<file path="config.mk">
export PLATFORM = sky130hd
export DESIGN_NAME = timed_event_interrupt_queue
export DESIGN_NICKNAME = d
export VERILOG_FILES = /design/src/teiq_pkg.sv /design/src/teiq_mem.sv /design/src/timed_event_interrupt_queue.sv
export SDC_FILE = /design/constraint.sdc
export NUM_CORES = 2
export LEC_CHECK = 0
export ABC_AREA = 1
export ABC_CLOCK_PERIOD_IN_PS = 8000
export BUFFER_PORTS_ARGS = -buffer_cell sky130_fd_sc_hd__buf_2
export CORE_MARGIN = 5
export CORE_UTILIZATION = 40
export DETAILED_ROUTE_END_ITERATION = 10
export SLEW_MARGIN = 5
export SYNTH_ARGS = -nofsm -noshare
export SYNTH_HDL_FRONTEND = slang
export SYNTH_SLANG_ARGS = --single-unit
</file>
<file path="constraint.sdc">
create_clock -name clk -period 8 [get_ports clk]
set_clock_uncertainty 0.1 [all_clocks]
set_input_delay 1.6 -clock clk [delete_from_list [all_inputs] [get_ports clk]]
set_output_delay 1.6 -clock clk [all_outputs]
set_load 0.005 [all_outputs]
</file>
<file path="src/teiq_pkg.sv">
// Shared types and constants for the timed event interrupt queue.
package teiq_pkg;

  localparam int unsigned QUEUE_DEPTH_DEF = 16;
  localparam int unsigned ENTRY_W = 67;

  localparam logic [1:0] CMD_SCHEDULE = 2'd0;
  localparam logic [1:0] CMD_TICK     = 2'd1;
  localparam logic [1:0] CMD_IDLE     = 2'd2;

  localparam logic [1:0] RES_FIRED    = 2'd0;
  localparam logic [1:0] RES_DONE     = 2'd1;
  localparam logic [1:0] RES_HALT     = 2'd2;
  localparam logic [1:0] RES_REJECT   = 2'd3;

  localparam logic [2:0] KIND_TIMER   = 3'd0;
  localparam logic [2:0] KIND_MAX     = 3'd5;

  localparam logic CFG_SYS_TICK  = 1'b0;
  localparam logic CFG_USER_TICK = 1'b1;

  localparam logic [15:0] SYS_TICK_RST  = 16'd10;
  localparam logic [15:0] USER_TICK_RST = 16'd1;

  typedef struct packed {
    logic [1:0]  command;
    logic [30:0] delay;
    logic [2:0]  event_kind;
    logic [31:0] event_arg;
    logic        user_mode;
  } in_t;

  typedef struct packed {
    logic [1:0]  result_kind;
    logic [2:0]  fired_kind;
    logic [31:0] fired_arg;
    logic [31:0] fired_time;
    logic [31:0] total_ticks_out;
    logic [31:0] idle_ticks_out;
    logic [4:0]  queue_count_out;
    logic        last;
  } out_t;

  typedef struct packed {
    logic [31:0] due;
    logic [2:0]  kind;
    logic [31:0] arg;
  } entry_t;

endpackage

</file>
<file path="src/teiq_mem.sv">
// Event store: one write port, one registered read port.
module teiq_mem #(
  parameter int unsigned DEPTH = teiq_pkg::QUEUE_DEPTH_DEF,
  parameter int unsigned AW    = $clog2(DEPTH)
) (
  input  logic                clk,
  input  logic                we,
  input  logic [AW-1:0]       waddr,
  input  teiq_pkg::entry_t    wdata,
  input  logic                re,
  input  logic [AW-1:0]       raddr,
  output teiq_pkg::entry_t    rdata
);

  teiq_pkg::entry_t mem [DEPTH];
  teiq_pkg::entry_t rdata_r;

  always_ff @(posedge clk) begin
    if (we) begin
      mem[waddr] <= wdata;
    end
    if (re) begin
      rdata_r <= mem[raddr];
    end
  end

  assign rdata = rdata_r;

endmodule

</file>
<file path="src/timed_event_interrupt_queue.sv">
// Top level: time-sorted event queue with tick counters.
//
// Input channel in_valid/in_stall/in_data carries one command per transaction:
// schedule, tick or idle. The result channel out_valid/out_stall/out_data
// returns one or more results per command; the final one has last set.
// Events live in a circular buffer in a single-port-read memory; the head
// pointer moves as events fire. Schedule: a reject goes straight to the
// final result; else the sorted insert shifts each entry due later than the
// new one toward the tail and writes the new entry behind those that stay
// ahead. Tick and idle return one fired result per event that fires, then
// the final result.
// One command is worked on at a time; in_stall is high until the final
// result is registered. A stalled receiver freezes the output register and
// the sequencer waits on it. Reset (rst_n low, synchronous) empties the
// queue, clears all tick counters and loads the default tick amounts;
// the memory contents need no clearing. cfg_we writes a tick amount.
module timed_event_interrupt_queue #(
  parameter int unsigned QUEUE_DEPTH = teiq_pkg::QUEUE_DEPTH_DEF
) (
  input  logic            clk,
  input  logic            rst_n,
  input  logic            in_valid,
  output logic            in_stall,
  input  teiq_pkg::in_t   in_data,
  output logic            out_valid,
  input  logic            out_stall,
  output teiq_pkg::out_t  out_data,
  input  logic            cfg_we,
  input  logic            cfg_addr,
  input  logic [15:0]     cfg_wdata
);

  localparam int unsigned AW = $clog2(QUEUE_DEPTH);
  localparam int unsigned CW = $clog2(QUEUE_DEPTH + 1);

  typedef enum logic [3:0] {
    S_IDLE, S_INS_RD, S_INS_CMP, S_HRD, S_HCHK, S_IDL1, S_IDL2, S_FIN
  } state_t;

  state_t            state_r;
  logic [15:0]       sys_amt_r, user_amt_r;
  logic [31:0]       total_r, sys_r, user_r, idle_r;
  logic [CW-1:0]     count_r, idx_r;
  logic [AW-1:0]     head_r;
  logic              idle_mode_r;
  logic [1:0]        fin_kind_r;
  teiq_pkg::entry_t  new_r;
  logic              out_valid_r;
  teiq_pkg::out_t    out_r;

  logic              mem_we, mem_re;
  logic [AW-1:0]     mem_waddr, mem_raddr;
  teiq_pkg::entry_t  mem_wdata, rdata;
  logic              out_free, accept;
  logic [15:0]       amt;
  logic [AW-1:0]     head_inc;
  logic              lone_timer, due_now;
  logic              out_load, out_valid_nxt;

  function automatic logic [AW-1:0] phys(input logic [AW-1:0] h, input logic [CW-1:0] i);
    logic [AW+CW:0] s;
    s = (AW+CW+1)'(h) + (AW+CW+1)'(i);
    if (s >= (AW+CW+1)'(QUEUE_DEPTH)) begin
      s = s - (AW+CW+1)'(QUEUE_DEPTH);
    end
    return s[AW-1:0];
  endfunction

  assign out_free   = !out_valid_r || !out_stall;
  assign accept     = in_valid && !in_stall;
  assign in_stall   = (state_r != S_IDLE);
  assign amt        = in_data.user_mode ? user_amt_r : sys_amt_r;
  assign head_inc   = phys(head_r, CW'(1));
  assign lone_timer = (count_r == CW'(1)) && (rdata.kind == teiq_pkg::KIND_TIMER);
  assign due_now    = (rdata.due <= total_r);

  assign out_load = out_free &&
                    (((state_r == S_HCHK) && due_now && !(idle_mode_r && lone_timer)) ||
                     ((state_r == S_IDL2) && !lone_timer) ||
                     (state_r == S_FIN));
  assign out_valid_nxt = out_load || (out_valid_r && out_stall);

  always_comb begin
    mem_we    = 1'b0;
    mem_re    = 1'b0;
    mem_waddr = phys(head_r, idx_r);
    mem_raddr = head_r;
    mem_wdata = new_r;
    case (state_r)
      S_IDLE: begin
        mem_re = accept && (in_data.command == teiq_pkg::CMD_IDLE) && (count_r != '0);
      end
      S_INS_RD: begin
        if (idx_r == '0) begin
          mem_we = 1'b1;
        end else begin
          mem_re    = 1'b1;
          mem_raddr = phys(head_r, idx_r - CW'(1));
        end
      end
      S_INS_CMP: begin
        mem_we = 1'b1;
        if (rdata.due > new_r.due) begin
          mem_wdata = rdata;
        end
      end
      S_HRD: begin
        mem_re = (count_r != '0);
      end
      default: ;
    endcase
  end

  teiq_mem #(.DEPTH(QUEUE_DEPTH), .AW(AW)) u_mem (
    .clk   (clk),
    .we    (mem_we),
    .waddr (mem_waddr),
    .wdata (mem_wdata),
    .re    (mem_re),
    .raddr (mem_raddr),
    .rdata (rdata)
  );

  always_ff @(posedge clk) begin
    if (!rst_n) begin
      state_r     <= S_IDLE;
      sys_amt_r   <= teiq_pkg::SYS_TICK_RST;
      user_amt_r  <= teiq_pkg::USER_TICK_RST;
      total_r     <= '0;
      sys_r       <= '0;
      user_r      <= '0;
      idle_r      <= '0;
      count_r     <= '0;
      idx_r       <= '0;
      head_r      <= '0;
      idle_mode_r <= 1'b0;
      fin_kind_r  <= teiq_pkg::RES_DONE;
      out_valid_r <= 1'b0;
    end else begin
      out_valid_r <= out_valid_nxt;
      if (cfg_we) begin
        if (cfg_addr == teiq_pkg::CFG_SYS_TICK) begin
          sys_amt_r <= cfg_wdata;
        end else begin
          user_amt_r <= cfg_wdata;
        end
      end
      case (state_r)
        S_IDLE: begin
          if (accept) begin
            case (in_data.command)
              teiq_pkg::CMD_SCHEDULE: begin
                new_r.due  <= total_r + {1'b0, in_data.delay};
                new_r.kind <= in_data.event_kind;
                new_r.arg  <= in_data.event_arg;
                idx_r      <= count_r;
                if (in_data.delay == '0 || in_data.event_kind > teiq_pkg::KIND_MAX ||
                    count_r >= CW'(QUEUE_DEPTH)) begin
                  fin_kind_r <= teiq_pkg::RES_REJECT;
                  state_r    <= S_FIN;
                end else begin
                  state_r <= S_INS_RD;
                end
              end
              teiq_pkg::CMD_TICK: begin
                total_r     <= total_r + {16'd0, amt};
                if (in_data.user_mode) begin
                  user_r <= user_r + {16'd0, amt};
                end else begin
                  sys_r <= sys_r + {16'd0, amt};
                end
                idle_mode_r <= 1'b0;
                state_r     <= S_HRD;
              end
              teiq_pkg::CMD_IDLE: begin
                idle_mode_r <= 1'b1;
                if (count_r == '0) begin
                  fin_kind_r <= teiq_pkg::RES_HALT;
                  state_r    <= S_FIN;
                end else begin
                  state_r <= S_IDL1;
                end
              end
              default: begin
                fin_kind_r <= teiq_pkg::RES_REJECT;
                state_r    <= S_FIN;
              end
            endcase
          end
        end
        S_INS_RD: begin
          if (idx_r == '0) begin
            count_r    <= count_r + CW'(1);
            fin_kind_r <= teiq_pkg::RES_DONE;
            state_r    <= S_FIN;
          end else begin
            state_r <= S_INS_CMP;
          end
        end
        S_INS_CMP: begin
          if (rdata.due > new_r.due) begin
            idx_r   <= idx_r - CW'(1);
            state_r <= S_INS_RD;
          end else begin
            count_r    <= count_r + CW'(1);
            fin_kind_r <= teiq_pkg::RES_DONE;
            state_r    <= S_FIN;
          end
        end
        S_HRD: begin
          if (count_r == '0) begin
            fin_kind_r <= teiq_pkg::RES_DONE;
            state_r    <= S_FIN;
          end else begin
            state_r <= S_HCHK;
          end
        end
        S_HCHK: begin
          if (!due_now || (idle_mode_r && lone_timer)) begin
            fin_kind_r <= teiq_pkg::RES_DONE;
            state_r    <= S_FIN;
          end else if (out_free) begin
            out_r       <= '{teiq_pkg::RES_FIRED, rdata.kind, rdata.arg, rdata.due,
                             total_r, idle_r, 5'(count_r - CW'(1)), 1'b0};
            head_r      <= head_inc;
            count_r     <= count_r - CW'(1);
            state_r     <= S_HRD;
          end
        end
        S_IDL1: begin
          if (!due_now) begin
            idle_r  <= idle_r + (rdata.due - total_r);
            total_r <= rdata.due;
          end
          state_r <= S_IDL2;
        end
        S_IDL2: begin
          if (lone_timer) begin
            fin_kind_r <= teiq_pkg::RES_HALT;
            state_r    <= S_FIN;
          end else if (out_free) begin
            out_r       <= '{teiq_pkg::RES_FIRED, rdata.kind, rdata.arg, rdata.due,
                             total_r, idle_r, 5'(count_r - CW'(1)), 1'b0};
            head_r      <= head_inc;
            count_r     <= count_r - CW'(1);
            state_r     <= S_HRD;
          end
        end
        S_FIN: begin
          if (out_free) begin
            out_r       <= '{fin_kind_r, 3'd0, 32'd0, 32'd0, total_r, idle_r,
                             5'(count_r), 1'b1};
            state_r     <= S_IDLE;
          end
        end
        default: state_r <= S_IDLE;
      endcase
    end
  end

  assign out_valid = out_valid_r;
  assign out_data  = out_r;

endmodule

</file>
==> impl_summary.txt <==
----------------------------------------------------
[Floorplan]
  # rows ... 147
  Die extent in x ... 412 um
  Initial cell density of the core ... 40.3%
  Die outline area ... 0.170 mm2
  Count of pins on the block boundary ... 232
  Die outline height ... 412 um
  Placeable core region ... 0.161 mm2

[STA]
  Unrepaired setup endpoints after global routing ... false
  Max Slew Vio Count ... 0
  Period Utilization, post-route ... 68.3%
  Worst Max-Slew Pin Slew ... 1250 ps
  Final setup vio count ... 0
  Tightest slew margin relative to the limit ... 16.7%
  Setup_tns ... 0 ps
  Post-layout min period ... 5470 ps
  Highest clock frequency the design can meet ... 0.183 GHz
  Final number of hold-violating endpoints ... 0

[Detailed routing]
  Number of nets with antenna violations after routing ... 0
  Vias per cell ... 5.62
  Number of design rule violations left after detail routing ... 0
  Number of violations reported at the end of detailed-routing iteration 0 ... 4,979
  Average wire length per cell after detail routing ... 25.0 um
  Detailed Route WL ... 206,000 um
  First-pass iteration count of the detailed router ... 6
  DR vias ... 46,302

[Power and ir drop]
  Switching component of the power ... 4640 uW
  Share of total power in the clock network ... 40.4%
  Areal power density over the cells ... 244 mW/mm2
  Static Leak ... 0.0266 uW
  Combinational share of power ... 11.3%
  Fraction of power spent switching nets ... 25.9%
  Internal power contribution ... 13,300 uW
  Total power ... 17,900 uW
  Worst IR Drop VDD ... 213 uV
  Part of the total power dissipated in sequential elements ... 48.3%

[GRT]
  Maximum number of pins on one net before global-route repair ... 230
  Initial antenna violation count ... 4
  Number of global-route vias before repair ... 44,465
  Global-route wire length before repair ... 300,000 um
  Total global-route track usage ... 23.7%
  Residual overflow from global routing ... 0

[Logic synthesis]
  Number of enable flip-flop cells after synthesis ... 1,345
  Flop and latch count out of synthesis ... 1,463
  Mean Syn Cell Area ... 11.2 um2
  Sequential-to-total area share from yosys stat ... 66.1%
  Post-Syn Instances ... 5,748
  YS warnings ... 0
  Synthesized Nets ... 6,032
  Number of unique standard cell types used by synthesis ... 49
  Most used flip-flop cell after synthesis ... sky130_fd_sc_hd__edfxtp_1
  Share of flip-flops with an asynchronous set or reset ... 0%
  Mapped Area ... 0.0646 mm2

[Clock network]
  H-tree depth ... 4
  CTS hold repair buffers ... 0
  Clock Latency Late Sink ... 800 ps
  CTS Root Cell ... sky130_fd_sc_hd__clkbuf_16
  Clock slew seen by the registers of the worst setup and hold paths ... 70 ps
  Number of sinks driven by the clock tree ... 1,463
  Max Buffers Root-to-Sink ... 3
  Number of buffers inserted by post-CTS setup repair ... 0
  Clock tree from TritonCTS ... built
  Number of CTS-inserted buffers ... 156
  CTS resizes ... 0

[Cells and area]
  Net count reported at finish ... 6,237
  Commonest non-fill, non-tap cells in the layout ... sky130_fd_sc_hd__edfxtp_1 (1,345), sky130_fd_sc_hd__nor2_1 (868), sky130_fd_sc_hd__o21ai_0 (773)
  Layout cells sized above 1 ... 9.98%
  Most frequent standard cell in the layout excluding fill and tap cells ... sky130_fd_sc_hd__edfxtp_1
  Layout-stage area growth over the synthesis result ... 13.7%

[Critical path]
  Total number of cells along the worst setup path ... 14
  Worst-case reg-to-reg path depth ... 14
  Reg2Reg Launch Point ... total_r[20]
  Worst Setup End Kind ... register
  Setup CP Type ... reg -> reg
  Startpoint type of the worst setup path ... register
  CP Data Arrival Time ... 6010 ps
  Worst path top cell family by delay ... simple AND/OR/NAND/NOR gates
  Worst-path fanout max ... 39
  Worst path bufs/invs ... 3
  WP data required ... 8540 ps
  Register-to-Register Setup Slack ... 2530 ps
  Chain of cells forming the critical path ... inv_1 -> ha_1 -> nand2_1 -> nor2_1 -> nand4_1 -> nor2_1 -> nand4_1 -> nand3_1 -> buf_4 -> nand2_1 -> nand2_1 -> clkinv_1 -> o21ai_0 -> nor2_1
  Max incr delay on CP ... 1060 ps
  Slowest stage cell, crit path ... sky130_fd_sc_hd__clkinv_1
  Endpoint of the worst-slack reg-to-reg timing path ... total_r[21]

[Worst hold path]
  HP Start ... sys_amt_r[14]
  Hold Crit Depth ... 2
  Hold Crit Class ... reg -> reg
  Hold path endpoint ... sys_amt_r[14]

[Place]
  Final GP Congestion ... 1.02
  Detail Placement HPWL ... 124,000 um
  Input/output buffers ... 231

[Run status]
  Run status ... finished, final reports clean

[Flow run]
  Count of max-cap constraint violations ... 0

----------------------------------------------------
power by group through the flow:
stage / clock network (uW) / registers [uW] / logic, uW
6_report: 7230 / 8650 / 2020
5_1_grt: 7670 / 8660 / 2210
4_1_cts: 7340 / 8650 / 2000
3_5_place_dp: 0 / 8810 / 1990
3_3_place_gp: 0 / 8810 / 1980
2_1_floorplan: 0 / 8790 / 1260
Yosys cell counts, drive strengths merged, types with 4 or more instances:
library cell | instances | share of area, %
edfxtp | 1345 | 62
nor2 | 889 | 5.2
o21ai | 843 | 6.6
nand2 | 641 | 3.7
inv | 464 | 2.7
clkbuf | 220 | 1.3
a21oi | 201 | 1.6
nand3 | 176 | 1.4
ha | 158 | 3.1
o221ai | 155 | 2.1
o22ai | 120 | 1.2
dfxtp | 118 | 3.7
buf | 76 | 0.61
a22oi | 68 | 0.79
xor2 | 47 | 0.64
fa | 35 | 1.1
nand4 | 34 | 0.33
o211ai | 28 | 0.33
nor3 | 27 | 0.21
a21o | 22 | 0.26
xnor2 | 20 | 0.27
a31oi | 18 | 0.17
o21bai | 11 | 0.13
or2 | 5 | 0.048
o21a | 4 | 0.046
kinds of logic after synthesis:
| group | synth area share (%) |
|---|---|
| other cells | 0.00580 |
| compound gates | 13.2 |
| fa+ha+maj | 4.14 |
| simple gates | 11.0 |
| xor+xnor | 0.908 |
| mux | 0.0155 |
| flops | 66.1 |
| buf+inv | 4.60 |
stage by stage:
step	hold slack (ps)	area (um2)	std cells	setup WS [ps]	util (%)
finish	346	73500	8245	2530	45.8
detailed placement	345	68400	7955	2590	42.6
global route	377	73500	8244	2230	45.8
floorplan	324	64600	5748	583	-
global placement	335	68400	7955	2560	42.6
CTS	351	73500	8244	2570	45.8
flip-flops by register name (all words and copies together) (netlist names):
register	count
u_mem.mem	1072
out_data	139
new_r	67
u_mem.rdata	67
idle_r	32
total_r	32
sys_amt_r	16
user_amt_r	16
count_r	5
idx_r	5
head_r	4
state_r	4
fin_kind_r	2
idle_mode_r	1
out_valid	1
worst register-to-register path, stage by stage (launching register included):
cell and delay [ps]:
sky130_fd_sc_hd__dfxtp_1 550, sky130_fd_sc_hd__inv_1 190, sky130_fd_sc_hd__ha_1 330, sky130_fd_sc_hd__nand2_1 70
sky130_fd_sc_hd__nor2_1 170, sky130_fd_sc_hd__nand4_1 100, sky130_fd_sc_hd__nor2_1 340, sky130_fd_sc_hd__nand4_1 180
sky130_fd_sc_hd__nand3_1 120, sky130_fd_sc_hd__buf_4 400, sky130_fd_sc_hd__nand2_1 380, sky130_fd_sc_hd__nand2_1 750
sky130_fd_sc_hd__clkinv_1 1080, sky130_fd_sc_hd__o21ai_0 500, sky130_fd_sc_hd__nor2_1 70
worst max path at each step:
stage | startpoint | to | slack [ps]
detailed placement | in_data[0] | total_r[16] | 2590
global placement | in_data[0] | total_r[18] | 2560
global route | total_r[17] | total_r[21] | 2230
CTS | total_r[29] | total_r[21] | 2570
floorplan | rst_n | new_r[0] | 580
finish | total_r[20] | total_r[21] | 2530
metal layers:
layer  global-route usage (%)  share of wire (%)  vias up
li1                         -                  -    20973
met1                     32.4                 42    22978
met2                     38.0                 47     1980
met3                     3.85                7.3      365
met4                     9.18                4.1        6
met5                        0              0.018        -
layout make-up:
class	instances	area [um2]
well taps	2160	2700
inverters	466	1770
multi-input cells	3523	19100
repair buffers	343	2050
flip-flops and latches	1463	42800
clock inverters	92	985
clock buffers	197	4120
fillers	14715	87100
diodes	1	2.50
No activity file was read; power rests on OpenSTA's default activity.
